<file path="config.mk">
export PLATFORM = sky130hd
export DESIGN_NAME = comma_token_splitter_core
export DESIGN_NICKNAME = d
export VERILOG_FILES = /design/src/cts_pkg.sv /design/src/cts_cfg.sv /design/src/cts_step.sv /design/src/cts_out_reg.sv /design/src/comma_token_splitter_core.sv
export VERILOG_INCLUDE_DIRS = /design/src /design/src/src
export SDC_FILE = /design/constraint.sdc
export NUM_CORES = 1
export LEC_CHECK = 0
export ABC_AREA = 1
export BUFFER_PORTS_ARGS = -buffer_cell sky130_fd_sc_hd__buf_2
export CAP_MARGIN = 20
export CORE_AREA = 2 2 72 74
export DETAILED_ROUTE_END_ITERATION = 10
export DIE_AREA = 0 0 74 76
export PLACE_DENSITY_LB_ADDON = 0.1
export SYNTH_ARGS = -nofsm -noshare
export SYNTH_HDL_FRONTEND = slang
export SYNTH_SLANG_ARGS = --single-unit
</file>
<file path="constraint.sdc">
create_clock -name clk -period 2.7 [get_ports clk]
set_clock_uncertainty 0.05 [all_clocks]
set_input_delay 0.405 -clock clk [delete_from_list [all_inputs] [get_ports clk]]
set_output_delay 0.405 -clock clk [all_outputs]
set_load 0.02 [all_outputs]
</file>
<file path="src/assert_macros.svh">
// assertion macros shared by the rtl
`ifndef ASSERT_MACROS_SVH
`define ASSERT_MACROS_SVH
`ifndef SYNTHESIS
`define ASSERT_CLK(lbl, clk, rst_n, prop) \
    lbl: assert property (@(posedge clk) disable iff (!rst_n) prop) \
        else $error("assertion failed");
`define ASSERT_NEVER(lbl, clk, rst_n, expr) \
    lbl: assert property (@(posedge clk) disable iff (!rst_n) !(expr)) \
        else $error("forbidden condition seen");
`else
`define ASSERT_CLK(lbl, clk, rst_n, prop)
`define ASSERT_NEVER(lbl, clk, rst_n, expr)
`endif
`endif

</file>
<file path="src/cts_pkg.sv">
package cts_pkg;

    typedef enum logic [1:0] {
        MODE_SKIP    = 2'd0,
        MODE_QUOTED  = 2'd1,
        MODE_PLAIN   = 2'd2,
        MODE_DISCARD = 2'd3
    } mode_t;

    localparam logic [7:0] CH_COMMA   = 8'h2c;
    localparam logic [7:0] CH_NEWLINE = 8'h0a;
    localparam logic [7:0] CH_DQUOTE  = 8'h22;
    localparam logic [7:0] CH_SQUOTE  = 8'h27;
    localparam logic [7:0] CH_SPACE   = 8'h20;
    localparam logic [7:0] CH_TAB     = 8'h09;
    localparam logic [7:0] CH_CR      = 8'h0d;

    typedef struct packed {
        logic       valid;
        logic       char_valid;
        logic [7:0] out_char;
        logic       token_end;
        logic [7:0] token_length;
        logic       no_token;
    } cts_result_t;

    function automatic logic is_space(input logic [7:0] c);
        return ((c >= CH_TAB) && (c <= CH_CR)) || (c == CH_SPACE);
    endfunction

endpackage

</file>
<file path="src/cts_cfg.sv">
module cts_cfg
    import cts_pkg::*;
#(
    parameter int unsigned MAX_TOKEN = 256
) (
    input  logic       clk,
    input  logic       rst_n,
    input  logic       cfg_valid,
    input  logic [8:0] cfg_data,
    output logic [7:0] keep_limit
);

    // the stored count never goes past 255, so sizes above 256 all act alike
    localparam int unsigned CAP_TOP     = (MAX_TOKEN > 256) ? 256 : MAX_TOKEN;
    localparam logic [8:0]  CAP_TOP_W   = 9'(CAP_TOP);
    localparam logic [7:0]  RESET_LIMIT = 8'(CAP_TOP - 1);

    logic [7:0] limit_reg;
    logic [7:0] limit_next;

    always_comb
    begin
        if (cfg_data == 9'd0)
        begin
            limit_next = 8'd0;
        end
        else if (cfg_data > CAP_TOP_W)
        begin
            limit_next = RESET_LIMIT;
        end
        else
        begin
            limit_next = 8'(cfg_data - 9'd1);
        end
    end

    always_ff @(posedge clk or negedge rst_n)
    begin
        if (!rst_n)
        begin
            limit_reg <= RESET_LIMIT;
        end
        else if (cfg_valid)
        begin
            limit_reg <= limit_next;
        end
    end

    assign keep_limit = limit_reg;

endmodule

</file>
<file path="src/cts_step.sv">
`include "assert_macros.svh"
module cts_step
    import cts_pkg::*;
(
    input  logic        clk,
    input  logic        rst_n,
    input  logic        in_fire,
    input  logic [7:0]  ch,
    input  logic        end_of_stream,
    input  logic [7:0]  keep_limit,
    output cts_result_t res
);

    mode_t      mode_reg,  mode_next;
    logic       dq_reg,    dq_next;
    logic [7:0] count_reg, count_next;

    always_ff @(posedge clk or negedge rst_n)
    begin
        if (!rst_n)
        begin
            mode_reg  <= MODE_SKIP;
            dq_reg    <= 1'b0;
            count_reg <= 8'd0;
        end
        else if (in_fire)
        begin
            mode_reg  <= mode_next;
            dq_reg    <= dq_next;
            count_reg <= count_next;
        end
    end

    always_comb
    begin
        logic [7:0] close_q;
        logic       room;
        close_q    = dq_reg ? CH_DQUOTE : CH_SQUOTE;
        room       = (count_reg < keep_limit);
        mode_next  = mode_reg;
        dq_next    = dq_reg;
        count_next = count_reg;
        res        = '0;

        unique case (mode_reg)
            MODE_SKIP:
            begin
                if (end_of_stream)
                begin
                    res.valid    = 1'b1;
                    res.no_token = 1'b1;
                end
                else if (!is_space(ch))
                begin
                    count_next = 8'd0;
                    if ((ch == CH_SQUOTE) || (ch == CH_DQUOTE))
                    begin
                        dq_next   = (ch == CH_DQUOTE);
                        mode_next = MODE_QUOTED;
                    end
                    else if (ch == CH_COMMA)
                    begin
                        // empty token
                        res.valid     = 1'b1;
                        res.token_end = 1'b1;
                    end
                    else
                    begin
                        mode_next = MODE_PLAIN;
                        if (keep_limit != 8'd0)
                        begin
                            count_next     = 8'd1;
                            res.valid      = 1'b1;
                            res.char_valid = 1'b1;
                            res.out_char   = ch;
                        end
                    end
                end
            end
            MODE_QUOTED:
            begin
                if (end_of_stream)
                begin
                    res.valid        = 1'b1;
                    res.token_end    = 1'b1;
                    res.token_length = count_reg;
                    mode_next        = MODE_SKIP;
                end
                else
                begin
                    if (room)
                    begin
                        count_next     = count_reg + 8'd1;
                        res.valid      = 1'b1;
                        res.char_valid = 1'b1;
                        res.out_char   = ch;
                    end
                    // closing quote is kept when there is room, and ends the token in one result
                    if (ch == close_q)
                    begin
                        res.valid        = 1'b1;
                        res.token_end    = 1'b1;
                        res.token_length = count_next;
                        mode_next        = MODE_DISCARD;
                    end
                end
            end
            MODE_PLAIN:
            begin
                if (end_of_stream || (ch == CH_COMMA) || (ch == CH_NEWLINE))
                begin
                    res.valid        = 1'b1;
                    res.token_end    = 1'b1;
                    res.token_length = count_reg;
                    mode_next        = MODE_SKIP;
                end
                else if (is_space(ch))
                begin
                    res.valid        = 1'b1;
                    res.token_end    = 1'b1;
                    res.token_length = count_reg;
                    mode_next        = MODE_DISCARD;
                end
                else if (room)
                begin
                    count_next     = count_reg + 8'd1;
                    res.valid      = 1'b1;
                    res.char_valid = 1'b1;
                    res.out_char   = ch;
                end
            end
            MODE_DISCARD:
            begin
                if (end_of_stream || (ch == CH_COMMA))
                begin
                    mode_next = MODE_SKIP;
                end
            end
            default:
            begin
                mode_next = MODE_SKIP;
            end
        endcase
    end

    `ASSERT_CLK(a_eos_to_skip, clk, rst_n, (in_fire && end_of_stream) |=> (mode_reg == MODE_SKIP))
    `ASSERT_NEVER(a_discard_silent, clk, rst_n, (mode_reg == MODE_DISCARD) && res.valid)
    `ASSERT_NEVER(a_no_token_alone, clk, rst_n, res.no_token && (res.char_valid || res.token_end))

endmodule

</file>
<file path="src/cts_out_reg.sv">
`include "assert_macros.svh"
module cts_out_reg
    import cts_pkg::*;
(
    input  logic        clk,
    input  logic        rst_n,
    input  logic        in_fire,
    input  cts_result_t res,
    input  logic        out_stall,
    output logic        in_stall,
    output logic        out_valid,
    output cts_result_t out_res
);

    logic        valid_reg;
    logic        valid_next;
    cts_result_t res_reg;

    // hold off input only while a result sits here and the sink is stalling
    assign in_stall = valid_reg && out_stall;

    always_comb
    begin
        valid_next = valid_reg;
        if (valid_reg && !out_stall)
        begin
            valid_next = 1'b0;
        end
        if (in_fire && res.valid)
        begin
            valid_next = 1'b1;
        end
    end

    always_ff @(posedge clk or negedge rst_n)
    begin
        if (!rst_n)
        begin
            valid_reg <= 1'b0;
        end
        else
        begin
            valid_reg <= valid_next;
        end
    end

    always_ff @(posedge clk)
    begin
        if (in_fire && res.valid)
        begin
            res_reg <= res;
        end
    end

    assign out_valid = valid_reg;
    assign out_res   = res_reg;

    `ASSERT_CLK(a_stall_needs_hold, clk, rst_n, in_stall |-> valid_reg)
    `ASSERT_CLK(a_new_result_shown, clk, rst_n, (in_fire && res.valid) |=> valid_reg)

endmodule

</file>
<file path="src/comma_token_splitter_core.sv">
// comma-delimited token splitter. one byte (or end-of-stream mark) is taken per
// transaction and at most one result follows, registered in the cycle after the
// input transaction. the block sustains one input transaction per cycle; input
// stall is raised only while a result is held in the output register and
// out_stall is high. max_token_len is written through the cfg port (always
// ready) and is clamped to MAX_TOKEN and a stored count of 255 at write time.
module comma_token_splitter_core
    import cts_pkg::*;
#(
    parameter int unsigned MAX_TOKEN = 256
) (
    input  logic       clk,
    input  logic       rst_n,
    input  logic       cfg_valid,
    output logic       cfg_ready,
    input  logic [8:0] cfg_data,
    input  logic       in_valid,
    output logic       in_stall,
    input  logic [7:0] ch,
    input  logic       end_of_stream,
    output logic       out_valid,
    input  logic       out_stall,
    output logic       char_valid,
    output logic [7:0] out_char,
    output logic       token_end,
    output logic [7:0] token_length,
    output logic       no_token
);

    logic        in_fire;
    logic [7:0]  keep_limit;
    cts_result_t step_res;
    cts_result_t out_res;

    assign cfg_ready = 1'b1;
    assign in_fire   = in_valid && !in_stall;

    cts_cfg #(
        .MAX_TOKEN (MAX_TOKEN)
    ) u_cfg (
        .clk        (clk),
        .rst_n      (rst_n),
        .cfg_valid  (cfg_valid),
        .cfg_data   (cfg_data),
        .keep_limit (keep_limit)
    );

    cts_step u_step (
        .clk           (clk),
        .rst_n         (rst_n),
        .in_fire       (in_fire),
        .ch            (ch),
        .end_of_stream (end_of_stream),
        .keep_limit    (keep_limit),
        .res           (step_res)
    );

    cts_out_reg u_out (
        .clk       (clk),
        .rst_n     (rst_n),
        .in_fire   (in_fire),
        .res       (step_res),
        .out_stall (out_stall),
        .in_stall  (in_stall),
        .out_valid (out_valid),
        .out_res   (out_res)
    );

    assign char_valid   = out_res.char_valid;
    assign out_char     = out_res.out_char;
    assign token_end    = out_res.token_end;
    assign token_length = out_res.token_length;
    assign no_token     = out_res.no_token;

endmodule

</file>
==> results.sh <==
export IMPL_ys_seq_area_share_pct=40.20
export IMPL_cp_cell_sequence="inv_1 > ha_1 > a21oi_1 > o21a_1 > nand2_2 > inv_2 > o21ai_0 > nand2_1 > nand2_1 > inv_1 > buf_4"
export IMPL_drive_gt1_share_pct=20.19
export IMPL_drc_errors=0
export IMPL_routed_wl_mm=5.678
export IMPL_leakage_uw=0.001519
export IMPL_rr_worst_depth=11
export IMPL_rows=26
export IMPL_ios=45
export IMPL_cts_buffers=5
export IMPL_finalSetupTns_ns=0
export IMPL_antenna_cells=0
export IMPL_crit_path_start_kind="register"
export IMPL_grt_start_max_net_pins=21
export IMPL_largest_reg_flops=19
export IMPL_drtPass1Iterations=4
export IMPL_crit_path_max_fanout=19
export IMPL_synth_top_cells_by_area="edfxtp_1 21%, nand2_1 15%, dfrtp_1 11%"
export IMPL_p_per_area_nw_per_um2=825.6
export IMPL_fp_dieH_um=76
export IMPL_worstReg2RegStart="u_cfg.keep_limit[7]"
export IMPL_yosysWarnings=0
export IMPL_path_buf_inv=4
export IMPL_synth_edf_count=19
export IMPL_final_nets=448
export IMPL_ant_nets=0
export IMPL_cts_hold_buf=0
export IMPL_grt_pass1_wl_mm=10.01
export IMPL_synthCells=363
export IMPL_cpMaxStageDelayCell="dfstp_2"
export IMPL_fin_crit_sh_pct=89.14
export IMPL_clock_sinks=39
export IMPL_yosysTopAreaCell="edfxtp_1"
export IMPL_wl_per_cell_um=11.80
export IMPL_path_clk_slew_ns=0.08
export IMPL_initial_core_util_pct=54.74
export IMPL_drv_cap=0
export IMPL_async_flop_share_pct=51.28
export IMPL_ys_ff_latch=39
export IMPL_arrival_ns=2.34
export IMPL_setup_viol=0
export IMPL_clockBufferDepth=2
export IMPL_max_stage_delay_ns=0.52
export IMPL_core_area_um2=4912
export IMPL_overflow=0
export IMPL_cp_required_ns=2.64
export IMPL_detailed_place_hpwl_mm=4.487
export IMPL_fill_cells=473
export IMPL_syn_mean_instance_area_um2=7.407
export IMPL_post_dp_cell_area_um2=2973
export IMPL_crit_family="flip-flops"
export IMPL_r2r_end="u_out.out_res[18]"
export IMPL_antenna_found_initial=0
export IMPL_hold_viol=0
export IMPL_grt_pass1_vias=2293
export IMPL_vias_per_cell=4.886
export IMPL_cts_resized=0
export IMPL_yosysTopAreaCellShare_pct=21.22
export IMPL_end_kind="register"
export IMPL_portBuffers=43
export IMPL_gp_congestion=0.9386
export IMPL_grt_usage_pct=22.94
export IMPL_crit_type="reg2reg"
export IMPL_crit_cells=11
export IMPL_irDropWorstVdd_mv=0.3791
export IMPL_postLayoutCellArea_um2=3062
export IMPL_num_vias=2350
export IMPL_synth_ff_type="edfxtp_1"
export IMPL_worst_r2r_setup_slack_ns=0.29
export IMPL_rsz0062_at_grt="no"
export IMPL_hold_slack_ns=0.00007711
export IMPL_cts_root_buf="clkbuf_8"
export IMPL_layout_min_cycle_time_ns=2.407
export IMPL_final_common_cell="nand2_1"
export IMPL_ff_latch_area_um2=1081
export IMPL_cts_setup_buffers=0
export IMPL_min_path_type="in2async"
export IMPL_syn_num_nets=401
export IMPL_dieArea_um2=5624
export IMPL_tritoncts="done"
export IMPL_drv_slew=0
export IMPL_multi_input_area_um2=1353
export IMPL_status="finished clean"
export IMPL_die_x_um=74
export IMPL_max_freq_mhz=415.5
export IMPL_syn_to_final_growth_pct=13.87
export IMPL_drtIter0Drc=97
export IMPL_ys_types=33
export IMPL_layout_setup_ws_ns=0.2931
export IMPL_final_cell_mix="108 x nand2_1, 54 x inv_1, 43 x buf_2"
export IMPL_insertion_delay_ns=0.30
export IMPL_syn_area_um2=2689
export IMPL_place_ws_ns=0.3195
export IMPL_cts_max_level=2
worst max-delay path by stage:
stage / start / slack (ns) / end
floorplan: u_cfg.keep_limit[7] / 0.31 / u_out.out_res[0]
global placement: u_cfg.keep_limit[7] / 0.36 / u_out.out_res[18]
detailed placement: u_cfg.keep_limit[7] / 0.32 / u_out.out_res[18]
CTS: u_cfg.keep_limit[7] / 0.30 / u_out.out_res[5]
global route: u_cfg.keep_limit[7] / 0.06 / u_out.out_res[16]
finish: u_cfg.keep_limit[7] / 0.29 / u_out.out_res[18]
cells in the mapped netlist, types with 2 or more instances:
master and number:
a21oi_1 18, clkbuf_1 2, dfrtp_1 12, dfstp_2 8, edfxtp_1 19, ha_1 15, inv_1 54, inv_2 5
nand2_1 108, nand2_2 4, nand3_1 24, nand3_2 2, nand4_1 6, nor2_1 36, nor2_2 5, nor2_4 3
nor3_1 4, nor3b_1 2, o21ai_0 6, o21ai_1 5, o22ai_1 8, xnor2_1 2, xor2_1 5
kinds of logic after synthesis:
logic type | Yosys count | synth area share (%)
XOR/XNOR | 7 | 2.280
buffers and inverters | 64 | 9.493
AND/OR/NAND/NOR | 196 | 32.53
other | 1 | 0.1395
adder cells (fa/ha/maj) | 15 | 6.980
AO/OA/AOI/OAI | 41 | 8.377
flip-flops | 39 | 40.20
power by group:
part	leakage [uW]	internal (uW)	total (uW)	switching (uW)
sequential	0.000429	846	975	129
combinational	0.00105	371	1160	790
clock	0.0000402	179	392	212
area by class of cell:
type	instances	share of cell area [%]
repair buffers	45	7.519
multi-input cells	260	44.18
clock buffers	5	2.248
inverters	59	7.233
well taps	70	2.861
clock inverters	3	0.6539
flip-flops and latches	39	35.31
layer usage:
layer | GRT usage [%] | routed length, um
met5 | 0 | 0
met4 | 9.455 | 84
met3 | 4.365 | 257
met2 | 38.21 | 2772
met1 | 28.67 | 2564
metrics by stage:
step | power, uW | util (%) | instances
after floorplan | 1829 | - | 363
after global placement | 2134 | 60.52 | 473
after detailed placement | 2149 | 60.52 | 473
after CTS | 2548 | 62.33 | 481
after global routing | 2769 | 62.33 | 481
final | 2528 | 62.33 | 481
No activity file was read; power rests on OpenSTA's default activity.
